$ cat src/hts_pkg.sv
// Shared types and entity tables for the HTML tag strip and entity decode block.
package hts_pkg;

   localparam int NUM_ENT     = 6;
   localparam int HOLD_DEPTH  = 5;
   localparam int BURST_DEPTH = HOLD_DEPTH + 1;
   localparam int TEXT_DEPTH  = HOLD_DEPTH + 1;

   localparam logic [7:0] CH_AMP  = 8'h26;
   localparam logic [7:0] CH_LT   = 8'h3C;
   localparam logic [7:0] CH_GT   = 8'h3E;
   localparam logic [7:0] CH_NONE = 8'h00;

   // register map (word index)
   localparam logic REG_OUTPUT_LIMIT = 1'b0;
   localparam logic [15:0] OUTPUT_LIMIT_RESET = 16'd4096;

   localparam logic [7:0] ENT_TEXT [NUM_ENT][TEXT_DEPTH] = '{
      '{"&", "a", "m", "p", ";", 8'h00},
      '{"&", "l", "t", ";", 8'h00, 8'h00},
      '{"&", "g", "t", ";", 8'h00, 8'h00},
      '{"&", "q", "u", "o", "t", ";"},
      '{"&", "a", "p", "o", "s", ";"},
      '{"&", "#", "3", "9", ";", 8'h00}
   };
   localparam logic [2:0] ENT_LEN [NUM_ENT] = '{3'd5, 3'd4, 3'd4, 3'd6, 3'd6, 3'd5};
   localparam logic [7:0] ENT_CHAR [NUM_ENT] = '{"&", "<", ">", 8'h22, 8'h27, 8'h27};

   typedef struct packed {
      logic [7:0] in_byte;
      logic       in_last;
   } req_type;

   typedef struct packed {
      logic [7:0] out_byte;
      logic       has_byte;
      logic       end_of_text;
   } rsp_type;

   // bytes caused by one item, already cut to the output limit
   typedef struct packed {
      logic [BURST_DEPTH-1:0][7:0] bytes;
      logic [2:0]                  count;
      logic                        last;
   } burst_type;

endpackage

$ cat src/hts_parse.sv
// Parser: tag and entity state, builds the burst of bytes for each accepted item.
module hts_parse (
   input  logic               clock,
   input  logic               reset,
   input  logic               accept,
   input  hts_pkg::req_type   item,
   input  logic [15:0]        limit,
   output hts_pkg::burst_type burst
);
   import hts_pkg::*;

   logic                 inside_tag_ff, inside_tag_in;
   logic [2:0]           held_cnt_ff, held_cnt_in;
   logic [NUM_ENT-1:0]   mask_ff, mask_in;
   logic [15:0]          emitted_ff, emitted_in;
   logic [7:0]           held_ff [HOLD_DEPTH];
   logic [7:0]           held_in [HOLD_DEPTH];

   logic [NUM_ENT-1:0]   mask_next;
   logic                 complete;
   logic                 grows;
   logic [7:0]           ent_out;
   logic [2:0]           flush_cnt;
   logic                 x_valid;
   logic [7:0]           x_byte;
   logic [2:0]           total;
   logic [16:0]          used;
   logic [16:0]          room;
   logic [2:0]           allowed;
   logic [7:0]           b;

   assign b = item.in_byte;

   always_comb begin
      complete = 1'b0;
      grows    = 1'b0;
      ent_out  = CH_NONE;
      for (int e = NUM_ENT - 1; e >= 0; e--) begin
         mask_next[e] = mask_ff[e] && (ENT_LEN[e] > held_cnt_ff) &&
                        (ENT_TEXT[e][held_cnt_ff] == b);
         if (mask_next[e] && ENT_LEN[e] == held_cnt_ff + 3'd1) begin
            complete = 1'b1;
            ent_out  = ENT_CHAR[e];
         end
         if (mask_next[e] && ENT_LEN[e] > held_cnt_ff + 3'd1) begin
            grows = 1'b1;
         end
      end
   end

   always_comb begin
      inside_tag_in = inside_tag_ff;
      held_cnt_in   = held_cnt_ff;
      mask_in       = mask_ff;
      held_in       = held_ff;
      flush_cnt     = 3'd0;
      x_valid       = 1'b0;
      x_byte        = b;

      if (held_cnt_ff != 3'd0 && complete) begin
         held_cnt_in = 3'd0;
         x_valid     = 1'b1;
         x_byte      = ent_out;
      end else if (held_cnt_ff != 3'd0 && grows) begin
         for (int i = 0; i < HOLD_DEPTH; i++) begin
            if (3'(i) == held_cnt_ff) held_in[i] = b;
         end
         held_cnt_in = held_cnt_ff + 3'd1;
         mask_in     = mask_next;
         // a last item flushes the grown prefix: old held bytes then this one
         if (item.in_last) begin
            flush_cnt = held_cnt_ff;
            x_valid   = 1'b1;
         end
      end else begin
         // mismatch flushes the held bytes, then the byte is handled as plain
         flush_cnt   = held_cnt_ff;
         held_cnt_in = 3'd0;
         if (b == CH_LT) begin
            inside_tag_in = 1'b1;
         end else if (b == CH_GT) begin
            inside_tag_in = 1'b0;
         end else if (!inside_tag_ff) begin
            if (b == CH_AMP) begin
               held_in[0]  = CH_AMP;
               held_cnt_in = 3'd1;
               mask_in     = '1;
               x_valid     = item.in_last;
            end else begin
               x_valid = 1'b1;
            end
         end
      end
   end

   always_comb begin
      total = flush_cnt + {2'd0, x_valid};
      used  = {1'b0, emitted_ff} + 17'd1;
      room  = ({1'b0, limit} > used) ? ({1'b0, limit} - used) : 17'd0;
      allowed = (room >= {14'd0, total}) ? total : room[2:0];
      for (int i = 0; i < HOLD_DEPTH; i++) begin
         burst.bytes[i] = (3'(i) < flush_cnt) ? held_ff[i] : x_byte;
      end
      burst.bytes[BURST_DEPTH-1] = x_byte;
      burst.count = allowed;
      burst.last  = item.in_last;
      emitted_in  = item.in_last ? 16'd0 : emitted_ff + {13'd0, allowed};
   end

   always_ff @(posedge clock) begin
      if (reset) begin
         inside_tag_ff <= 1'b0;
         held_cnt_ff   <= 3'd0;
         mask_ff       <= '0;
         emitted_ff    <= 16'd0;
      end else if (accept) begin
         inside_tag_ff <= item.in_last ? 1'b0 : inside_tag_in;
         held_cnt_ff   <= item.in_last ? 3'd0 : held_cnt_in;
         mask_ff       <= mask_in;
         emitted_ff    <= emitted_in;
      end
   end

   always_ff @(posedge clock) begin
      if (accept) begin
         held_ff <= held_in;
      end
   end

endmodule

$ cat src/hts_emit.sv
// Result register: holds one item's burst and sends it out a byte per cycle while rsp_ready is high.
module hts_emit (
   input  logic               clock,
   input  logic               reset,
   input  logic               load,
   input  hts_pkg::burst_type burst,
   output logic               ready,
   output logic               rsp_valid,
   input  logic               rsp_ready,
   output hts_pkg::rsp_type   rsp_item
);
   import hts_pkg::*;

   logic [7:0] bytes_ff [BURST_DEPTH];
   logic [2:0] cnt_ff;
   logic       has_ff;
   logic       end_ff;
   logic       take;

   assign take      = rsp_valid && rsp_ready;
   assign rsp_valid = cnt_ff != 3'd0;
   assign ready     = (cnt_ff == 3'd0) || (cnt_ff == 3'd1 && rsp_ready);

   assign rsp_item.out_byte    = has_ff ? bytes_ff[0] : CH_NONE;
   assign rsp_item.has_byte    = has_ff;
   assign rsp_item.end_of_text = end_ff && cnt_ff == 3'd1;

   always_ff @(posedge clock) begin
      if (reset) begin
         cnt_ff <= 3'd0;
      end else if (load) begin
         // a last item with nothing to send still yields a bare end marker
         cnt_ff <= (burst.count == 3'd0 && burst.last) ? 3'd1 : burst.count;
      end else if (take) begin
         cnt_ff <= cnt_ff - 3'd1;
      end
   end

   always_ff @(posedge clock) begin
      if (load) begin
         for (int i = 0; i < BURST_DEPTH; i++) begin
            bytes_ff[i] <= burst.bytes[i];
         end
         has_ff <= burst.count != 3'd0;
         end_ff <= burst.last;
      end else if (take) begin
         for (int i = 0; i < BURST_DEPTH - 1; i++) begin
            bytes_ff[i] <= bytes_ff[i+1];
         end
      end
   end

endmodule

$ cat src/html_tag_strip_entity_decode.sv
// Top level of the HTML tag strip and entity decode block.
//
//   channel  direction  handshake           payload
//   req      in         req_valid/ready     req_item: in_byte, in_last
//   rsp      out        rsp_valid/ready     rsp_item: out_byte, has_byte, end_of_text
//   csr      in/out     psel/penable/pready output_limit at byte address 0
//
// One item is taken per cycle while each item yields at most one result and rsp_ready is high.
// An item yielding k results (up to six on an entity mismatch flush) holds
// req_ready low until the result register drains to its last result.
// Reset is synchronous and clears parser state, the result register and
// sets output_limit to 4096. A stalled rsp holds the result register.
module html_tag_strip_entity_decode (
   input  logic             clock,
   input  logic             reset,
   input  logic             req_valid,
   output logic             req_ready,
   input  hts_pkg::req_type req_item,
   output logic             rsp_valid,
   input  logic             rsp_ready,
   output hts_pkg::rsp_type rsp_item,
   input  logic             psel,
   input  logic             penable,
   input  logic             pwrite,
   input  logic [2:0]       paddr,
   input  logic [31:0]      pwdata,
   output logic [31:0]      prdata,
   output logic             pready
);
   import hts_pkg::*;

   logic [15:0] limit_ff;
   logic        accept;
   burst_type   burst;

   assign pready = 1'b1;
   assign accept = req_valid && req_ready;
   assign prdata = (paddr[2] == REG_OUTPUT_LIMIT) ? {16'd0, limit_ff} : 32'd0;

   always_ff @(posedge clock) begin
      if (reset) begin
         limit_ff <= OUTPUT_LIMIT_RESET;
      end else if (psel && penable && pwrite && pready && paddr[2] == REG_OUTPUT_LIMIT) begin
         limit_ff <= pwdata[15:0];
      end
   end

   hts_parse u_parse (
      .clock  (clock),
      .reset  (reset),
      .accept (accept),
      .item   (req_item),
      .limit  (limit_ff),
      .burst  (burst)
   );

   hts_emit u_emit (
      .clock     (clock),
      .reset     (reset),
      .load      (accept),
      .burst     (burst),
      .ready     (req_ready),
      .rsp_valid (rsp_valid),
      .rsp_ready (rsp_ready),
      .rsp_item  (rsp_item)
   );

endmodule
$ cat config.mk
export PLATFORM = sky130hd
export DESIGN_NAME = html_tag_strip_entity_decode
export DESIGN_NICKNAME = d
export VERILOG_FILES = /design/src/hts_pkg.sv /design/src/hts_parse.sv /design/src/hts_emit.sv /design/src/html_tag_strip_entity_decode.sv
export SDC_FILE = /design/constraint.sdc
export NUM_CORES = 1
export LEC_CHECK = 0
export ABC_CLOCK_PERIOD_IN_PS = 8900
export BUFFER_PORTS_ARGS = -buffer_cell sky130_fd_sc_hd__buf_4
export CORE_AREA = 2 2 134 136
export DETAILED_ROUTE_END_ITERATION = 10
export DIE_AREA = 0 0 136 138
export PLACE_DENSITY = 0.68
export SLEW_MARGIN = 20
export SYNTH_ARGS = -nofsm -noshare
export SYNTH_HDL_FRONTEND = slang
export SYNTH_SLANG_ARGS = --single-unit
$ cat constraint.sdc
create_clock -name clock -period 8.9 [get_ports clock]
set_clock_uncertainty 0.05 [all_clocks]
set_input_delay 2.225 -clock clock [delete_from_list [all_inputs] [get_ports clock]]
set_output_delay 2.225 -clock clock [all_outputs]
set_load 0.03 [all_outputs]
# After elaboration in Yosys (flattened, before gate mapping)
# Memory sizes are Yosys's and may differ from the RTL's.
# Index checks and enable logic that the tools add are counted.
classes:
  addsub: 6
  multipliers: 0
  div_mod_pow: 0
  magnitude_cmp: 14
  n_eq_ne: 23
  n_shift: 0
  n_mux: 87
  bitwise: 8
  reduce_logical: 51
ops:
  columns: ["operator", "n"]
  rows:
  - ["$mux W8", 30]
  - ["$mux W6", 11]
  - ["$eq A8 B8 Y1", 6]
  - ["$mux W3", 13]
  - ["$logic_and A1 B1 Y1", 34]
  - ["$mux W16", 2]
  - ["$mux W1", 30]
  - ["$eq A8 B6 Y1 const B", 3]
  - ["$reduce_and A4 Y1", 5]
  - ["$gt A3 B3 Y1 const A", 6]
  - ["$add A16 B1 Y17 const B", 1]
  - ["$ge A17 B3 Y1", 1]
  - ["$gt A16 B17 Y1", 1]
  - ["$mux W17", 1]
  - ["$sub A16 B17 Y17", 1]
  - ["$add A16 B3 Y16", 1]
  - ["$eq A3 B3 Y1 const A", 4]
  - ["$reduce_bool A3 Y1", 4]
  - ["$logic_not A3 Y1", 3]
  - ["$ne A2 B2 Y1 const B", 4]
  - ["$reduce_and A7 Y1", 1]
  - ["$eq A2 B3 Y1 const A", 2]
  - ["$lt A1 B3 Y1 const A", 2]
  - ["$lt A2 B3 Y1 const A", 2]
  - ["14 further kinds", 21]
totals:
  reg_bits: 87
  latchBits: 0
  ram_bits: 48
  rom_bits: 384
  input_bits: 51
  out_inout_bits: 45
  word_cells: 209
  memories: 7
memory_table:
  columns: ["name", "depth", "width", "read_ports", "rd_clocked_by_memory_dff", "wr", "line", "text"]
  rows:
  - ["(no name shown)", 8, 8, 1, 0, 0, "hts_parse.sv:40", "(ENT_TEXT[e][held_cnt_ff] == b);"]
  - ["(no name shown)", 8, 8, 1, 0, 0, "hts_parse.sv:40", null]
  - ["(no name shown)", 8, 8, 1, 0, 0, "hts_parse.sv:40", null]
  - ["(no name shown)", 8, 8, 1, 0, 0, "hts_parse.sv:40", null]
  - ["(no name shown)", 8, 8, 1, 0, 0, "hts_parse.sv:40", null]
  - ["(no name shown)", 8, 8, 1, 0, 0, "hts_parse.sv:40", null]
  - ["+1 memories", null, null, null, null, null, null, null]

# Depth between registers and ports, before layout
# Gate-level depths: netlist (run 1).
logic_depth:
  ltp_word: 23
  ltp_mapped: 34
  mapped_depth_nobuf: 32

# Cells and area by module
# From an unflattened synthesis (run 1), not the netlist that was laid out.
unflattened:
  cells_unflattened: 856
  area_unflattened_um2: 8799.7
modules_own_cells:
  columns: ["module", "n_inst", "cells_each", "area_each_um2", "seq_area_each_um2"]
  rows:
  - ["hts_parse", 1, 615, 5477.8, 1721.7]
  - ["hts_emit", 1, 134, 2333.5, 1561.5]
  - ["html_tag_strip_entity_decode", 1, 107, 988.4, 320.3]

# Least setup slack after synthesis (run 1)
# OpenSTA, ideal clock, no wires.
synth_timing:
  path_type: "input port to flip-flop"
  start: "in req_item[7] (netlist name)"
  end: "reg u_parse.emitted_ff[10]"
  setup_time_ps: 70
  arrival_ps: 7659
  slack_ps: 1121
  cell_stages: 27
  path_buffers: 2
  cell_sequence: "buf_2 a2111o_1 or4b_4 o22ai_2 o31a_2 clkbuf_1 nor2_1 o22ai_1 nand2_1 ha_1 ha_1 inv_1 ha_1 a21oi_1 o2111ai_1 a211oi_1 nand4_1 nor4_1 nand2_1 mux2i_1 ha_1 fa_1 a21oi_1 nor3b_1 nand2b_1 or3_1 a21oi_1"
synth_between:
  elab_chain_cells: 17
  word_cells_on_any_way: 54
synth_rtl:
  columns: ["item", "line", "text"]
  rows:
  - ["from (decl)", "html_tag_strip_entity_decode.sv:18", "input hts_pkg::req_type req_item,"]
  - ["$eq A8 B8 Y1", "hts_parse.sv:40", null]
  - ["$logic_and A1 B1 Y1", "hts_parse.sv:39", "mask_next[e] = mask_ff[e] && (ENT_LEN[e] > held_cnt_ff) &&"]
  - ["$logic_and A1 B1 Y1", "hts_parse.sv:45", "if (mask_next[e] && ENT_LEN[e] > held_cnt_ff + 3'd1) begin"]
  - ["$mux W1 (6 in series)", "hts_parse.sv:45", null]
  - ["$logic_and A1 B1 Y1", "hts_parse.sv:64", "end else if (held_cnt_ff != 3'd0 && grows) begin"]
  - ["$mux W3 or $mux W1 (tied branches)", "hts_parse.sv:64", null]
  - ["$mux W3 or $mux W1 (tied branches)", "hts_parse.sv:60", "if (held_cnt_ff != 3'd0 && complete) begin"]
  - ["$add A3 B1 Y3 (*)", "hts_parse.sv:97", "total = flush_cnt + {2'd0, x_valid};"]
  - ["$ge A17 B3 Y1", "hts_parse.sv:100", "allowed = (room >= {14'd0, total}) ? total : room[2:0];"]
  - ["$mux W3 (*)", "hts_parse.sv:100", null]
  - ["$add A16 B3 Y16 (*)", "hts_parse.sv:107", "emitted_in = item.in_last ? 16'd0 : emitted_ff + {13'd0, allowed};"]
  - ["$mux W16 (*)", "hts_parse.sv:107", null]
  - ["to (signal assigned)", "hts_parse.sv:120", "emitted_ff <= emitted_in;"]
  - ["to (decl)", "hts_parse.sv:15", "logic [15:0] emitted_ff, emitted_in;"]
# Every way passes the cells marked *; elsewhere a longest branch is shown, timed or not.
# A chain may end at the register's enable or synchronous reset.

# Worst setup path in the final report (run 1)
layout_timing:
  start: "in req_item[2] (netlist name)"
  end: "reg u_parse.emitted_ff[14]"
# Same word-level chain as after synthesis.

==> impl_metrics.py, run 1 <==
metrics = {
    "detailed_routing": {
        "detail_route.drc_violations": 0,
        "first_pass_iters": 5,
        "detail_route.vias_per_cell": 5.63,
        "detail_route.wirelength_um": 20600,
        "drtIter0Drc": 541,
        "routed_wire_length_per_instance_um": 17.3,
        "route.antenna.remaining_nets": 0,
        "detailroute.via_count": 6720,
    },
    "sta": {
        "holdWs_ns": 0.417,
        "layout_setup_ws_ns": 0.568,
        "fin_crit_ns": 8.33,
        "final.period_utilization_pct": 93.6,
        "max_slew.worst_pin.slew_ns": 0.848,
        "hold_viol": 0,
        "rsz0062_at_grt": "false",
        "slew_headroom_pct": 43.3,
        "number_of_endpoints_failing_setup_at_the_final_stage": 0,
        "final_max_slew_viol_count": 0,
        "fin_tns_setup_ns": 0,
        "max_freq_mhz": 120,
    },
    "die": {
        "pin_count": 96,
        "die_h_um": 138,
        "fp.dieArea_um2": 18800,
        "core-area_um2": 17500,
        "start_util_pct": 49.3,
        "fp.dieW_um": 136,
        "floorplan.rows": 49,
    },
    "place": {
        "io_buffer_count": 60,
        "dp.final_hpwl_um": 14000,
        "globalplace.congestion": 0.892,
        "worst_setup_slack_after_placement_ns": 0.261,
    },
    "synth": {
        "synthesis.yosys.warnings": 0,
        "yosys.cell_types.count": 91,
        "synth_seq_cells": 135,
        "synth_async_sr_flop_share_pct": 0,
        "yosys_most_used_dff": "edfxtp_1",
        "sequential_area_share_after_synthesis_pct": 41.7,
        "synthesized_area_um2": 8640,
        "syn_avg_cell_area_um2": 9.51,
        "count_of_mapped_cells_out_of_synthesis": 909,
        "synth_edf_count": 90,
    },
    "cts": {
        "cts_resized": 0,
        "clock_latency_ns": 0.42,
        "htreeDepth": 4,
        "numClockSinks": 135,
        "cts_made_buffers": 17,
        "cts_buffer_depth": 2,
        "cts_post_setup_buffers_inserted": 0,
        "total_of_hold_buffers_inserted_after_clock_tree_synthesis": 0,
        "ctsRootBufferMaster": "clkbuf_16",
        "cts.reportedPaths.clkPinSlew_ns": 0.06,
        "tritoncts": "done",
    },
    "critical_path": {
        "critical_path_arrival_ns": 8.62,
        "reg2regPathDepth": 29,
        "regToRegStartpoint": "u_parse.held_cnt_ff[1]$_SDFFE_PP0P_",
        "r2r_end": "u_parse.emitted_ff[14]$_SDFFE_PP0P_",
        "critPathRequiredTime_ns": 9.19,
        "path_max_fanout": 26,
        "r2r_setup_slack_ns": 1.58,
        "start_kind": "primary input",
        "worstSetupPathType": "in -> reg",
        "critical_path.endpoint_type": "flip-flop",
    },
    "worst_hold_path": {
        "min_from": "limit_ff[0]$_SDFFE_PP0P_",
        "min_path_type": "reg -> reg",
        "min_delay_path_depth": 2,
        "worstHoldEndpoint": "limit_ff[0]$_SDFFE_PP0P_",
    },
    "job": {
        "max_cap_violations": 0,
    },
    "grt": {
        "overall_global_routing_usage_pct": 22.2,
        "grt_overflow_total": 0,
        "grt_first_pass_wirelength_um": 33000,
        "antenna_found_initial": 0,
        "number_of_global_route_vias_before_repair": 6360,
        "grt_start_max_net_pins": 81,
    },
    "finish": {
        "final_layout_size_suffix_gt1_share_pct": 14.5,
        "utilization_pct": 55.8,
        "final-seq-area_um2": 3600,
        "multi_input_comb_area_um2": 4590,
        "antenna_cells_inserted": 0,
        "area_delta_synth_final_pct": 13.1,
        "design.final.nets": 1041,
        "n_fill_cell": 1552,
    },
    "run_status": {
        "status": "finished clean",
    },
    "pwr": {
        "vdd_ir_drop_max_v": 0.000314,
        "fin_total_pwr_mw": 2.11,
        "leakage_nw": 3.75,
        "power.density_nw_per_um2": 216,
    },
}
==> per-stage QoR <==
step | std cells | cell area (µm²)
CTS | 1194 | 9780
global route | 1194 | 9780
finish | 1194 | 9780
detailed placement | 1162 | 9170
floorplan | 925 | 8700
global placement | 1162 | 9170
==> worst max-delay path by stage <==
| stage | from | end | slack [ns] | cells after the start |
|---|---|---|---|---|
| final | req_item[2] | u_parse.emitted_ff[14]$_SDFFE_PP0P_ | 0.57 | 28 |
| after global routing | req_item[2] | u_parse.emitted_ff[14]$_SDFFE_PP0P_ | 0.14 | 28 |
| after CTS | req_item[8] | u_parse.emitted_ff[10]$_SDFFE_PP0P_ | 0.68 | 28 |
| after detailed placement | req_item[2] | u_parse.emitted_ff[10]$_SDFFE_PP0P_ | 0.26 | 28 |
| after global placement | req_item[8] | u_parse.emitted_ff[14]$_SDFFE_PP0P_ | 0.21 | 28 |
| after floorplan | req_item[7] | u_parse.emitted_ff[10]$_SDFFE_PP0P_ | 1.12 | 27 |
==> flip-flops by register name, indices dropped and copies added, names as in the netlist <==
name                   cells
u_emit.end_ff              1
u_parse.held_ff           40
u_emit.bytes_ff           48
limit_ff                  16
u_parse.emitted_ff        16
u_parse.inside_tag_ff      1
u_emit.has_ff              1
u_parse.mask_ff            6
u_emit.cnt_ff              3
u_parse.held_cnt_ff        3
==> cell usage after synthesis (25+ instances only) <==
library cell    n  share of area (%)
nand2_1       120                5.2
edfxtp_1       90                 31
nor2_1         62                2.7
a21oi_1        46                2.7
dfxtp_1        45                 10
mux2i_1        44                5.1
ha_1           36                5.2
o21ai_1        34                2.0
clkbuf_1       30                1.3
inv_1          29                1.3
xor2_1         25                2.5
==> report_power, final <==
| part | leakage, nW | switching (mW) | internal (mW) |
|---|---|---|---|
| clock network | 0.287 | 0.266 | 0.466 |
| registers | 1.22 | 0.0347 | 0.828 |
| logic | 2.24 | 0.337 | 0.177 |
==> cell families after synthesis <==
family,share of synthesized area (%)
simple gates,20.6
compound gates,15.6
flops,41.7
buf+inv,6.04
xor+xnor,4.95
mux,5.36
fa+ha+maj,5.67
other cells,0.0869
==> routing by layer <==
layer	wire length [µm]	part of all wire (%)	track usage (%)
met5	0	0	0
met4	199	0.97	5.76
met3	869	4.2	3.78
met2	9710	47	35.4
met1	9830	48	31.4
==> final cells by class <==
cell class | count | share of cell area, %
tap | 229 | 2.93
sequential | 135 | 36.8
clock inverter | 14 | 1.84
clock buffer | 18 | 4.39
multi-input combinational | 691 | 46.9
inverter | 29 | 1.11
timing repair buffer | 78 | 5.99
==> critical path, cell delays in order <==
cell and delay [ns]:
buf_4 0.29, nor4bb_1 0.26, o31ai_1 0.12, a311o_1 0.33
a221oi_1 0.62, o31a_2 0.33, nor2_1 0.07, o22ai_1 0.14
nand2_1 0.08, ha_1 0.23, ha_1 0.37, inv_1 0.06
ha_1 0.28, a21oi_1 0.19, o2111ai_1 0.15, a211oi_1 0.26
nand4_1 0.13, nor4_1 0.33, buf_4 0.19, nand2_1 0.09
mux2i_1 0.29, ha_1 0.25, fa_1 0.20, a21oi_1 0.07
nor3b_1 0.36, nand2b_1 0.22, or3_1 0.35, a21oi_1 0.14
==> placed cells by master, fill, tap and decap left out, types with 9 or more instances in the layout <==
cell type	instances
xor2_1	25
and2_1	21
o211ai_1	9
nand2_1	120
buf_4	78
ha_1	36
dfxtp_1	45
inv_1	29
mux2i_1	44
nand2b_1	16
nor2_1	61
edfxtp_1	90
conb_1	18
clkbuf_16	17
nor3_1	15
nand3_1	23
nor2b_1	21
o21ai_0	23
xnor2_1	22
a21oi_1	46
o21ai_1	34
Note: power is estimated with default switching activity, not from simulation.
==> run 2, diff against run 1 <==
ABC_CLOCK_PERIOD_IN_PS = 8000   (was 8900)
clock period = 8 ns   (was 8.9 ns; I/O delays follow)
==> impl_metrics.py, run 2 (synthesis results as in run 1) <==
metrics = {
    "sta": {
        "holdWs_ns": 0.422,
        "final_max_slew_viol_count": 0,
        "hold_viol": 0,
        "slew_headroom_pct": 40.7,
        "max_slew.worst_pin.slew_ns": 0.885,
        "number_of_endpoints_failing_setup_at_the_final_stage": 0,
        "final.period_utilization_pct": 95.0,
        "max_freq_mhz": 132,
        "layout_setup_ws_ns": 0.397,
        "fin_crit_ns": 7.60,
        "rsz0062_at_grt": "false",
    },
    "grt": {
        "grt_start_max_net_pins": 81,
        "antenna_found_initial": 0,
        "grt_overflow_total": 0,
        "overall_global_routing_usage_pct": 22.7,
        "number_of_global_route_vias_before_repair": 6492,
        "grt_first_pass_wirelength_um": 33500,
    },
    "critical_path": {
        "worstSetupPathType": "in -> reg",
        "r2r_setup_slack_ns": 0.94,
        "slowest_delay_ns": 0.53,
        "start_kind": "primary input",
        "crit_buf_inv": 4,
        "critical_path.endpoint_type": "flip-flop",
        "cp_top_family": "simple AND/OR/NAND/NOR gates",
        "critPathMostFrequentCell": "ha_1",
        "critPathRequiredTime_ns": 8.29,
        "crit_slowest_cell": "or4b_4",
        "critical_path_arrival_ns": 7.89,
        "path_max_fanout": 6,
    },
    "pwr": {
        "leakage_nw": 3.84,
        "p_int_mw": 1.54,
        "power.combinational.fraction_pct": 25.5,
        "power_frac_clock_pct": 32.0,
        "switching_share_pct": 31.6,
        "power.density_nw_per_um2": 228,
        "netSwitchingPower_mw": 0.713,
        "relative_contribution_of_sequential_cells_to_total_power_pct": 42.5,
        "vdd_ir_drop_max_v": 0.000284,
    },
    "job": {
        "max_cap_violations": 0,
    },
    "detailed_routing": {
        "drtIter0Drc": 636,
        "first_pass_iters": 6,
        "detail_route.wirelength_um": 20700,
        "detail_route.vias_per_cell": 5.65,
        "detailroute.via_count": 6880,
        "detail_route.drc_violations": 0,
        "route.antenna.remaining_nets": 0,
        "routed_wire_length_per_instance_um": 17.0,
    },
    "place": {
        "dp_cells": 1185,
        "worst_setup_slack_after_placement_ns": 0.00368,
        "globalplace.congestion": 0.910,
        "dp.final_hpwl_um": 14600,
        "io_buffer_count": 60,
    },
    "die": {
        "start_util_pct": 49.3,
        "pin_count": 96,
        "die_h_um": 138,
        "fp.dieW_um": 136,
        "fp.dieArea_um2": 18800,
        "core-area_um2": 17500,
        "floorplan.rows": 49,
    },
    "cts": {
        "htreeDepth": 4,
        "cts_buffer_depth": 2,
        "ctsRootBufferMaster": "clkbuf_16",
        "cts_post_setup_buffers_inserted": 0,
        "numClockSinks": 135,
        "tritoncts": "done",
        "cts.reportedPaths.clkPinSlew_ns": 0.06,
        "clock_latency_ns": 0.43,
        "total_of_hold_buffers_inserted_after_clock_tree_synthesis": 0,
        "cts_made_buffers": 17,
    },
    "finish": {
        "design.final.nets": 1064,
        "finish.cell_count_without_fillers": 1217,
        "regMostFlops": "u_emit.bytes_ff",
        "multi_input_comb_area_um2": 4590,
        "reg.largest.list": "u_emit.bytes_ff: 48 flops, u_parse.held_ff: 40 flops",
        "final-seq-area_um2": 3600,
        "antenna_cells_inserted": 0,
        "most-common-layout-cells": "120 x nand2_1, 101 x buf_4, 90 x edfxtp_1, 61 x nor2_1, 46 x a21oi_1",
        "area_delta_synth_final_pct": 14.5,
        "final_layout_size_suffix_gt1_share_pct": 16.9,
        "n_fill_cell": 1548,
        "most_common_cell_after_layout_fill_and_taps_aside": "nand2_1",
        "utilization_pct": 56.4,
        "max_reg_flops": 48,
    },
    "worst_hold_path": {
        "min_path_type": "reg -> reg",
    },
    "run_status": {
        "status": "finished clean",
    },
}
[run 2: cell types whose count changed in the layout (fill, tap and decap cells not counted), sizes merged]
cell      previous run  this run
inv                 31        32
clkinv               5         6
clkbuf              18        21
clkinvlp             3         2
bufinv               4         0
buf                 78       101
[run 2: area by class of cell]
cell class | instances | share of cell area [%]
clock buffers | 21 | 4.77
clock inverters | 11 | 0.733
inverters | 29 | 1.10
multi-input cells | 691 | 46.4
flip-flops and latches | 135 | 36.4
well taps | 229 | 2.90
repair buffers | 101 | 7.66
[run 2: power groups by stage]
stage / combinational (mW) / clock (mW) / sequential (mW)
after floorplan: 0.413 / 0 / 0.964
after global placement: 0.566 / 0 / 0.968
after detailed placement: 0.572 / 0 / 0.974
after CTS: 0.574 / 0.734 / 0.959
after global routing: 0.639 / 0.766 / 0.969
final: 0.575 / 0.721 / 0.959
[run 2: final timing paths]
check	cells after the start	start	to
worst max-delay path	29	req_item[8]	u_parse.emitted_ff[14]$_SDFFE_PP0P_
worst min-delay path	2	limit_ff[0]$_SDFFE_PP0P_	limit_ff[0]$_SDFFE_PP0P_
worst max register to register	29	u_parse.emitted_ff[1]$_SDFFE_PP0P_	u_parse.emitted_ff[14]$_SDFFE_PP0P_
worst min register to register	2	limit_ff[0]$_SDFFE_PP0P_	limit_ff[0]$_SDFFE_PP0P_
[run 2: metal layers]
metal / part of all wire, % / GRT usage [%]
met1: 47 / 31.8
met2: 47 / 36.2
met3: 4.6 / 4.44
met4: 1.2 / 5.54
met5: 0 / 0
[run 2: what timing repair did]
item                       in CTS  in global routing
hold endpoints to repair        0                  0
resized for setup               0                  2
setup endpoints to repair       0                  8
[run 2: worst min-delay path: stages, from the launching register on]
cell and delay, ns:
dfxtp_1 0.31, nand2_1 0.06, a21oi_1 0.06
[run 2: through the flow]
step	TNS [ns]	total power, mW	area (µm²)
after detailed placement	0	1.55	9340
after floorplan	0	1.38	8700
after global routing	0	2.37	9900
final	0	2.26	9900
after global placement	-0.0253	1.53	9340
after CTS	0	2.27	9890
